[src/z80il_pkg.sv]
package z80il_pkg;

    localparam logic [2:0] PH_IDLE    = 3'd0;
    localparam logic [2:0] PH_OPC     = 3'd1;
    localparam logic [2:0] PH_CB_DISP = 3'd2;
    localparam logic [2:0] PH_CB_OP   = 3'd3;
    localparam logic [2:0] PH_ED_OP   = 3'd4;
    localparam logic [2:0] PH_OPER    = 3'd5;

    localparam logic [1:0] TK_NONE = 2'd0;
    localparam logic [1:0] TK_REL  = 2'd1;
    localparam logic [1:0] TK_ABS  = 2'd2;

    localparam logic [1:0] IDX_NONE = 2'd0;
    localparam logic [1:0] IDX_IX   = 2'd1;
    localparam logic [1:0] IDX_IY   = 2'd2;

    localparam logic [1:0] GRP_MAIN = 2'd0;
    localparam logic [1:0] GRP_CB   = 2'd1;
    localparam logic [1:0] GRP_ED   = 2'd2;

    localparam logic [7:0] OP_PFX_IX = 8'hdd;
    localparam logic [7:0] OP_PFX_IY = 8'hfd;
    localparam logic [7:0] OP_PFX_CB = 8'hcb;
    localparam logic [7:0] OP_PFX_ED = 8'hed;

    localparam logic [7:0] LEN_MAX = 8'hff;

    typedef struct packed {
        logic [2:0]  phase;
        logic [15:0] next_addr;
        logic [7:0]  byte_count;
        logic        capped;
        logic [1:0]  index_sel;
        logic [1:0]  group_sel;
        logic [7:0]  opcode;
        logic [7:0]  operand_low;
        logic [1:0]  bytes_rem;
        logic [1:0]  target_kind;
    } t_state;

    typedef struct packed {
        logic [7:0]  length;
        logic        length_capped;
        logic        has_target;
        logic [15:0] target;
        logic [1:0]  table_group;
        logic [1:0]  index_reg;
        logic [7:0]  opcode;
    } t_result;

    typedef struct packed {
        logic [1:0] count;
        logic [1:0] kind;
    } t_oper;

    // operand bytes and target kind following a main-table opcode
    function automatic t_oper main_operands(input logic [7:0] op, input logic ix);
        logic [1:0] x;
        logic [2:0] y;
        logic [2:0] z;
        logic       q;
        logic       y6;
        t_oper      r;
        x  = op[7:6];
        y  = op[5:3];
        z  = op[2:0];
        q  = op[3];
        y6 = (y == 3'd6);
        r.count = 2'd0;
        r.kind  = TK_NONE;
        unique case (x)
            2'd0: begin
                unique case (z)
                    3'd0: if (y >= 3'd2) begin
                        r.count = 2'd1;
                        r.kind  = TK_REL;
                    end
                    3'd1: if (!q) r.count = 2'd2;
                    3'd2: if (y[2]) begin
                        r.count = 2'd2;
                        r.kind  = TK_ABS;
                    end
                    3'd4, 3'd5: if (ix && y6) r.count = 2'd1;
                    3'd6: r.count = (ix && y6) ? 2'd2 : 2'd1;
                    default: ;
                endcase
            end
            2'd1: begin
                if (ix && !(y6 && z == 3'd6) && (y6 || z == 3'd6)) r.count = 2'd1;
            end
            2'd2: begin
                if (ix && z == 3'd6) r.count = 2'd1;
            end
            default: begin
                unique case (z)
                    3'd2, 3'd4: begin
                        r.count = 2'd2;
                        r.kind  = TK_ABS;
                    end
                    3'd3: begin
                        if (y == 3'd0) begin
                            r.count = 2'd2;
                            r.kind  = TK_ABS;
                        end else if (y == 3'd2 || y == 3'd3) begin
                            r.count = 2'd1;
                        end
                    end
                    3'd5: if (q) begin
                        r.count = 2'd2;
                        r.kind  = TK_ABS;
                    end
                    3'd6: r.count = 2'd1;
                    default: ;
                endcase
            end
        endcase
        return r;
    endfunction

endpackage

[src/z80il_step.sv]
module z80il_step
    import z80il_pkg::*;
(
    input  t_state      i_state,
    input  logic [7:0]  i_code_byte,
    input  logic        i_start_req,
    input  logic [15:0] i_start_addr,
    output t_state      o_state,
    output logic        o_emit,
    output t_result     o_result
);

    t_state      s;
    t_oper       oper;
    logic        emit;
    logic        has_t;
    logic [15:0] tgt;
    logic [15:0] disp;

    always_comb begin
        s     = i_state;
        emit  = 1'b0;
        has_t = 1'b0;
        tgt   = 16'h0000;
        oper  = main_operands(i_code_byte, i_state.index_sel != IDX_NONE);
        disp  = {{8{i_code_byte[7]}}, i_code_byte};

        if (i_start_req || s.phase < PH_OPC || s.phase > PH_OPER) begin
            if (i_start_req) s.next_addr = i_start_addr;
            s.byte_count  = 8'd0;
            s.capped      = 1'b0;
            s.index_sel   = IDX_NONE;
            s.group_sel   = GRP_MAIN;
            s.opcode      = 8'd0;
            s.operand_low = 8'd0;
            s.bytes_rem   = 2'd0;
            s.target_kind = TK_NONE;
            s.phase       = PH_OPC;
            // index prefix was cleared: operands follow the unprefixed table
            oper = main_operands(i_code_byte, 1'b0);
        end

        if (s.byte_count == LEN_MAX) s.capped = 1'b1;
        else s.byte_count = s.byte_count + 8'd1;
        s.next_addr = s.next_addr + 16'd1;

        unique case (s.phase)
            PH_OPC: begin
                if (i_code_byte == OP_PFX_IX) begin
                    s.index_sel = IDX_IX;
                end else if (i_code_byte == OP_PFX_IY) begin
                    s.index_sel = IDX_IY;
                end else if (i_code_byte == OP_PFX_CB) begin
                    s.group_sel = GRP_CB;
                    s.phase = (s.index_sel != IDX_NONE) ? PH_CB_DISP : PH_CB_OP;
                end else if (i_code_byte == OP_PFX_ED) begin
                    s.group_sel = GRP_ED;
                    s.phase     = PH_ED_OP;
                end else begin
                    s.opcode = i_code_byte;
                    if (oper.count == 2'd0) begin
                        emit = 1'b1;
                        // RST y*8
                        if ((i_code_byte & 8'hc7) == 8'hc7) begin
                            has_t = 1'b1;
                            tgt   = {10'd0, i_code_byte[5:3], 3'b000};
                        end
                    end else begin
                        s.bytes_rem   = oper.count;
                        s.target_kind = oper.kind;
                        s.phase       = PH_OPER;
                    end
                end
            end
            PH_CB_DISP: s.phase = PH_CB_OP;
            PH_CB_OP: begin
                s.opcode = i_code_byte;
                emit     = 1'b1;
            end
            PH_ED_OP: begin
                s.opcode = i_code_byte;
                // ED LD (nn),rp / LD rp,(nn)
                if ((i_code_byte & 8'hc7) == 8'h43) begin
                    s.bytes_rem   = 2'd2;
                    s.target_kind = TK_ABS;
                    s.phase       = PH_OPER;
                end else begin
                    emit = 1'b1;
                end
            end
            default: begin
                if (s.bytes_rem == 2'd2) s.operand_low = i_code_byte;
                if (s.bytes_rem != 2'd0) s.bytes_rem = s.bytes_rem - 2'd1;
                if (s.bytes_rem == 2'd0) begin
                    emit = 1'b1;
                    if (s.target_kind == TK_REL) begin
                        has_t = 1'b1;
                        tgt   = s.next_addr + disp;
                    end else if (s.target_kind == TK_ABS) begin
                        has_t = 1'b1;
                        tgt   = {i_code_byte, s.operand_low};
                    end
                end
            end
        endcase

        if (emit) s.phase = PH_IDLE;
    end

    assign o_state = s;
    assign o_emit  = emit;

    always_comb begin
        o_result.length        = s.byte_count;
        o_result.length_capped = s.capped;
        o_result.has_target    = has_t;
        o_result.target        = tgt;
        o_result.table_group   = s.group_sel;
        o_result.index_reg     = s.index_sel;
        o_result.opcode        = s.opcode;
    end

endmodule

[src/z80_instruction_length_predecoder.sv]
// Channel  Handshake                     Payload
// -------  ----------------------------  -------------------------------------
// in       i_in_valid / o_in_ready       i_code_byte, i_start_req, i_start_addr
// out      o_out_valid / i_out_ready     o_length, o_length_capped, o_has_target,
//                                        o_target, o_table_group, o_index_reg,
//                                        o_opcode
//
// One code byte per cycle unless a full output register stalls input; the decode
// state register holds the partial instruction. The result of the closing byte is
// in the output register on the next cycle. A byte is taken whenever the output
// register is empty or drains in the same cycle. Synchronous reset returns the
// decoder to idle with address zero and drops any pending result.
module z80_instruction_length_predecoder
    import z80il_pkg::*;
(
    input  logic        i_clk,
    input  logic        i_rst_n,
    input  logic        i_in_valid,
    output logic        o_in_ready,
    input  logic [7:0]  i_code_byte,
    input  logic        i_start_req,
    input  logic [15:0] i_start_addr,
    output logic        o_out_valid,
    input  logic        i_out_ready,
    output logic [7:0]  o_length,
    output logic        o_length_capped,
    output logic        o_has_target,
    output logic [15:0] o_target,
    output logic [1:0]  o_table_group,
    output logic [1:0]  o_index_reg,
    output logic [7:0]  o_opcode
);

    t_state  r_state;
    t_state  n_state;
    t_result r_result;
    t_result n_result;
    logic    r_out_valid;
    logic    step_emit;
    logic    in_xfer;

    z80il_step u_step (
        .i_state      (r_state),
        .i_code_byte  (i_code_byte),
        .i_start_req  (i_start_req),
        .i_start_addr (i_start_addr),
        .o_state      (n_state),
        .o_emit       (step_emit),
        .o_result     (n_result)
    );

    assign o_in_ready = !r_out_valid || i_out_ready;
    assign in_xfer    = i_in_valid && o_in_ready;

    always_ff @(posedge i_clk) begin
        if (!i_rst_n) begin
            r_state     <= '0;
            r_out_valid <= 1'b0;
        end else begin
            if (in_xfer) r_state <= n_state;
            if (in_xfer) r_out_valid <= step_emit;
            else if (i_out_ready) r_out_valid <= 1'b0;
        end
    end

    always_ff @(posedge i_clk) begin
        if (in_xfer && step_emit) r_result <= n_result;
    end

    assign o_out_valid     = r_out_valid;
    assign o_length        = r_result.length;
    assign o_length_capped = r_result.length_capped;
    assign o_has_target    = r_result.has_target;
    assign o_target        = r_result.target;
    assign o_table_group   = r_result.table_group;
    assign o_index_reg     = r_result.index_reg;
    assign o_opcode        = r_result.opcode;

    a_target_zero: assert property (@(posedge i_clk) disable iff (!i_rst_n)
        (o_out_valid && !o_has_target) |-> (o_target == 16'h0000))
        else $error("target nonzero without has_target");

    a_capped_len: assert property (@(posedge i_clk) disable iff (!i_rst_n)
        (o_out_valid && o_length_capped) |-> (o_length == LEN_MAX))
        else $error("capped length below maximum");

    a_len_nonzero: assert property (@(posedge i_clk) disable iff (!i_rst_n)
        o_out_valid |-> (o_length != 8'd0))
        else $error("zero length result");

    a_idle_after_emit: assert property (@(posedge i_clk) disable iff (!i_rst_n)
        (in_xfer && step_emit) |=> (r_state.phase == PH_IDLE))
        else $error("decoder not idle after result");

endmodule
[config.mk]
export PLATFORM = sky130hd
export DESIGN_NAME = z80_instruction_length_predecoder
export DESIGN_NICKNAME = d
export VERILOG_FILES = /design/src/z80il_pkg.sv /design/src/z80il_step.sv /design/src/z80_instruction_length_predecoder.sv
export SDC_FILE = /design/constraint.sdc
export NUM_CORES = 1
export LEC_CHECK = 0
export BUFFER_PORTS_ARGS = -buffer_cell sky130_fd_sc_hd__buf_2
export CORE_MARGIN = 4
export CORE_UTILIZATION = 60
export CTS_BUF_LIST = sky130_fd_sc_hd__clkbuf_8 sky130_fd_sc_hd__clkbuf_16
export DETAILED_ROUTE_END_ITERATION = 10
export GPL_TIMING_DRIVEN = 0
export PLACE_DENSITY = 0.81
export RECOVER_POWER = 100
export SLEW_MARGIN = 20
export SYNTH_ARGS = -nofsm -noshare
export SYNTH_HDL_FRONTEND = slang
export SYNTH_HIERARCHICAL = 1
export SYNTH_SLANG_ARGS = --single-unit
[constraint.sdc]
create_clock -name i_clk -period 6.3 [get_ports i_clk]
set_input_delay 0.63 -clock i_clk [delete_from_list [all_inputs] [get_ports i_clk]]
set_output_delay 0.63 -clock i_clk [all_outputs]
set_load 0.005 [all_outputs]
==> impl_metrics.tcl <==
set metrics [dict create \
    cts_sinks 91 \
    grt_pass1_wl_um 28600 \
    endpoint_kind "flip-flop" \
    gr-usage-all-layers_pct 28.3 \
    clk_pin_slew_ns 0.09 \
    peakVddDrop_mv 0.204 \
    pwr-share-seq_pct 46.9 \
    cts_resized 0 \
    post_cts_buffers 0 \
    cts_root_buf "clkbuf_8" \
    largest_reg_flops 52 \
    setup-violations-final 0 \
    die_y_um 111 \
    violations "max-capacitance violations, max-slew violations" \
    crit_required_ns 6.52 \
    crit_type "input pin to flip-flop" \
    hp-class "flip-flop to flip-flop" \
    cts_tree "built" \
    clk_latency_ns 0.38 \
    rsz0062_at_grt "false" \
    vias 6083 \
    clk_path_buf_depth 2 \
    core_mm2 0.0104 \
    period_needed_ns 5.78 \
    dp_hpwl_um 13100 \
    wirelength_um 17600 \
    max_freq_mhz 173 \
    synth_top_area_cell "edfxtp_1" \
    ant_nets 0 \
    row_count 37 \
    htreeDepth 3 \
    routed_via_density 6.10 \
    p_int_mw 0.999 \
    ys_ff_latch 91 \
    grt_max_degree 30 \
    synth.area.top_cells "edfxtp_1, dfxtp_1, nand2_1" \
    drcViolationCount 0 \
    start_util_pct 61.6 \
    synthCells 778 \
    finalSetupTns_ns 0 \
    critPathLaunchType "input pin" \
    wl_per_cell_um 17.7 \
    top_register "r_state" \
    drt_iter0_drc 427 \
    swShare_pct 30.0 \
    status "finished with violations" \
    final_nets 906 \
    async_flop_share_pct 0 \
    ys.flop_type "dfxtp_1" \
    dr.pass1.iters 5 \
    cts_hold_buf 0 \
    ios 69 \
    port_buffers 67 \
    synthDistinctLibCells 63 \
    clock_power_share_pct 30.3 \
    synthesis.area_mm2 0.00639 \
    crit_arrival_ns 6.00 \
    yosys_warnings 6 \
    maxCapViolCount 1 \
    numCtsBuffers 9 \
    die_w_um 111 \
    place_worst_setup_slack_ns 0.263 \
    slew_headroom_pct -8.06 \
    syn_nets 827 \
    worst_slew_pin_slew_ns 1.62 \
    path_max_fanout 10 \
    gp_congestion 0.957 \
    ys_seq_area_share_pct 34.4 \
    combinationalPowerShare_pct 22.8 \
    synth_edf_count 38 \
    netSwitchingPower_mw 0.427 \
    diodes 0 \
    synth.top_cell.area_share_pct 17.9 \
    area_growth_pct 10.7 \
    layout-drive-gt1-share_pct 12.8 \
    power.density_mw_per_mm2 202 \
    final_max_slew_viol_count 30 \
    p_total_mw 1.43 \
    period_share_pct 91.7 \
    hold_viol_final 0 \
    timing.final.ws_setup_ns 0.521 \
    p_leak_nw 2.69 \
    gr-total-overflow 0 \
    finClkSkew_ns 0.0160 \
    grt_pass1_vias 5758 \
    avgSynthCellArea_um2 8.22 \
    die-area_mm2 0.0124 \
    antenna_found_initial 0 \
]
-- worst paths after layout --
| check | depth (start not counted) | endpoint | slack, ns | startpoint |
|---|---|---|---|---|
| max reg2reg | 8 | o_target[0]$_DFFE_PP_ | 1.23 | r_state[51]$_SDFFE_PN0P_ |
| min | 2 | r_state[48]$_SDFFE_PN0P_ | 0.47 | r_state[48]$_SDFFE_PN0P_ |
| min reg2reg | 2 | r_state[48]$_SDFFE_PN0P_ | 0.47 | r_state[48]$_SDFFE_PN0P_ |
| max | 20 | o_target[15]$_DFFE_PP_ | 0.52 | i_start_req |
-- layer usage --
layer | wire length [µm] | up-vias | GRT usage, %
met1 | 7700 | 2892 | 37.8
li1 | - | 2883 | -
met5 | 0 | - | 0
met3 | 1390 | 33 | 5.84
met2 | 8280 | 275 | 46.1
met4 | 269 | 0 | 9.08
-- cell type report --
type | count | area (µm²)
multi-input cells | 602 | 3650
fillers | 882 | 3300
flip-flops and latches | 91 | 2200
plain buffers | 67 | 447
repair buffers | 68 | 320
well taps | 136 | 170
clock buffers | 11 | 163
inverters | 18 | 67.6
clock inverters | 5 | 58.8
-- power groups by stage --
stage	clock network [mW]	logic [mW]	registers, mW
4_1_cts	0.444	0.328	0.668
2_1_floorplan	0	0.217	0.684
6_report	0.432	0.325	0.669
3_5_place_dp	0	0.326	0.681
3_3_place_gp	0	0.313	0.682
5_1_grt	0.464	0.353	0.673
-- cell families (layout without fill, tap and decap cells) --
group	after synthesis	after routing	share of synthesized area, %
buffers and inverters	85	169	8.16
multiplexers	66	66	10.4
AO/OA/AOI/OAI	169	169	16.4
adder cells (fa/ha/maj)	20	20	4.03
AND/OR/NAND/NOR	322	322	23.1
XOR/XNOR	25	25	3.43
flip-flops	91	91	34.4
-- per-stage QoR --
step                      instance area [µm²]  hold slack, ns  std cells  utilization, %
after global routing                     7070           0.486        998            68.2
after global placement                   6900           0.445        981            66.5
after floorplan                          6390           0.434        778               -
after detailed placement                 6930           0.453        982            66.8
after CTS                                7150           0.469        998            68.9
final                                    7070           0.469        998            68.2
-- synthesized netlist by cell type, types with 5 or more instances --
cell	count
o21ai_0	43
a31oi_1	8
xor2_1	12
inv_1	18
buf_4	24
nor2b_1	14
a32o_1	5
dfxtp_1	53
nand3b_1	9
nand2b_1	8
a211oi_1	6
o22ai_1	5
edfxtp_1	38
a22oi_1	9
xnor2_1	13
buf_2	6
ha_1	19
nand3_1	26
a21oi_1	54
nor3_1	11
buf_12	6
nand2_1	173
clkbuf_1	27
nor2_1	48
and2_1	5
a21o_1	7
mux2i_1	63
-- worst max-delay path, cell delays in order --
cell and delay, ns:
clkbuf_1 0.14, clkbuf_1 0.38, buf_2 0.33, clkbuf_1 0.59, clkbuf_1 0.56, mux2i_1 0.46
inv_1 0.09, ha_1 0.23, and3_1 0.18, nand2_1 0.13, nor2_1 0.08, xnor2_1 0.26
ha_1 0.35, a21o_1 0.21, a211oi_1 0.36, a21o_1 0.19, a211oi_1 0.06, or3_1 0.42
a21o_1 0.18, a31oi_1 0.16
-- layout by cell type (no fill, tap or decap), types with 17 or more instances in the layout --
cell type,netlist,layout
a21oi_1,54,54
clkbuf_1,27,46
inv_1,18,19
buf_2,6,58
nand3_1,26,26
nand2_1,173,173
mux2i_1,63,63
edfxtp_1,38,38
buf_4,24,17
ha_1,19,19
nor2_1,48,48
o21ai_0,43,43
dfxtp_1,53,53
(Power assumes the default switching activity.)
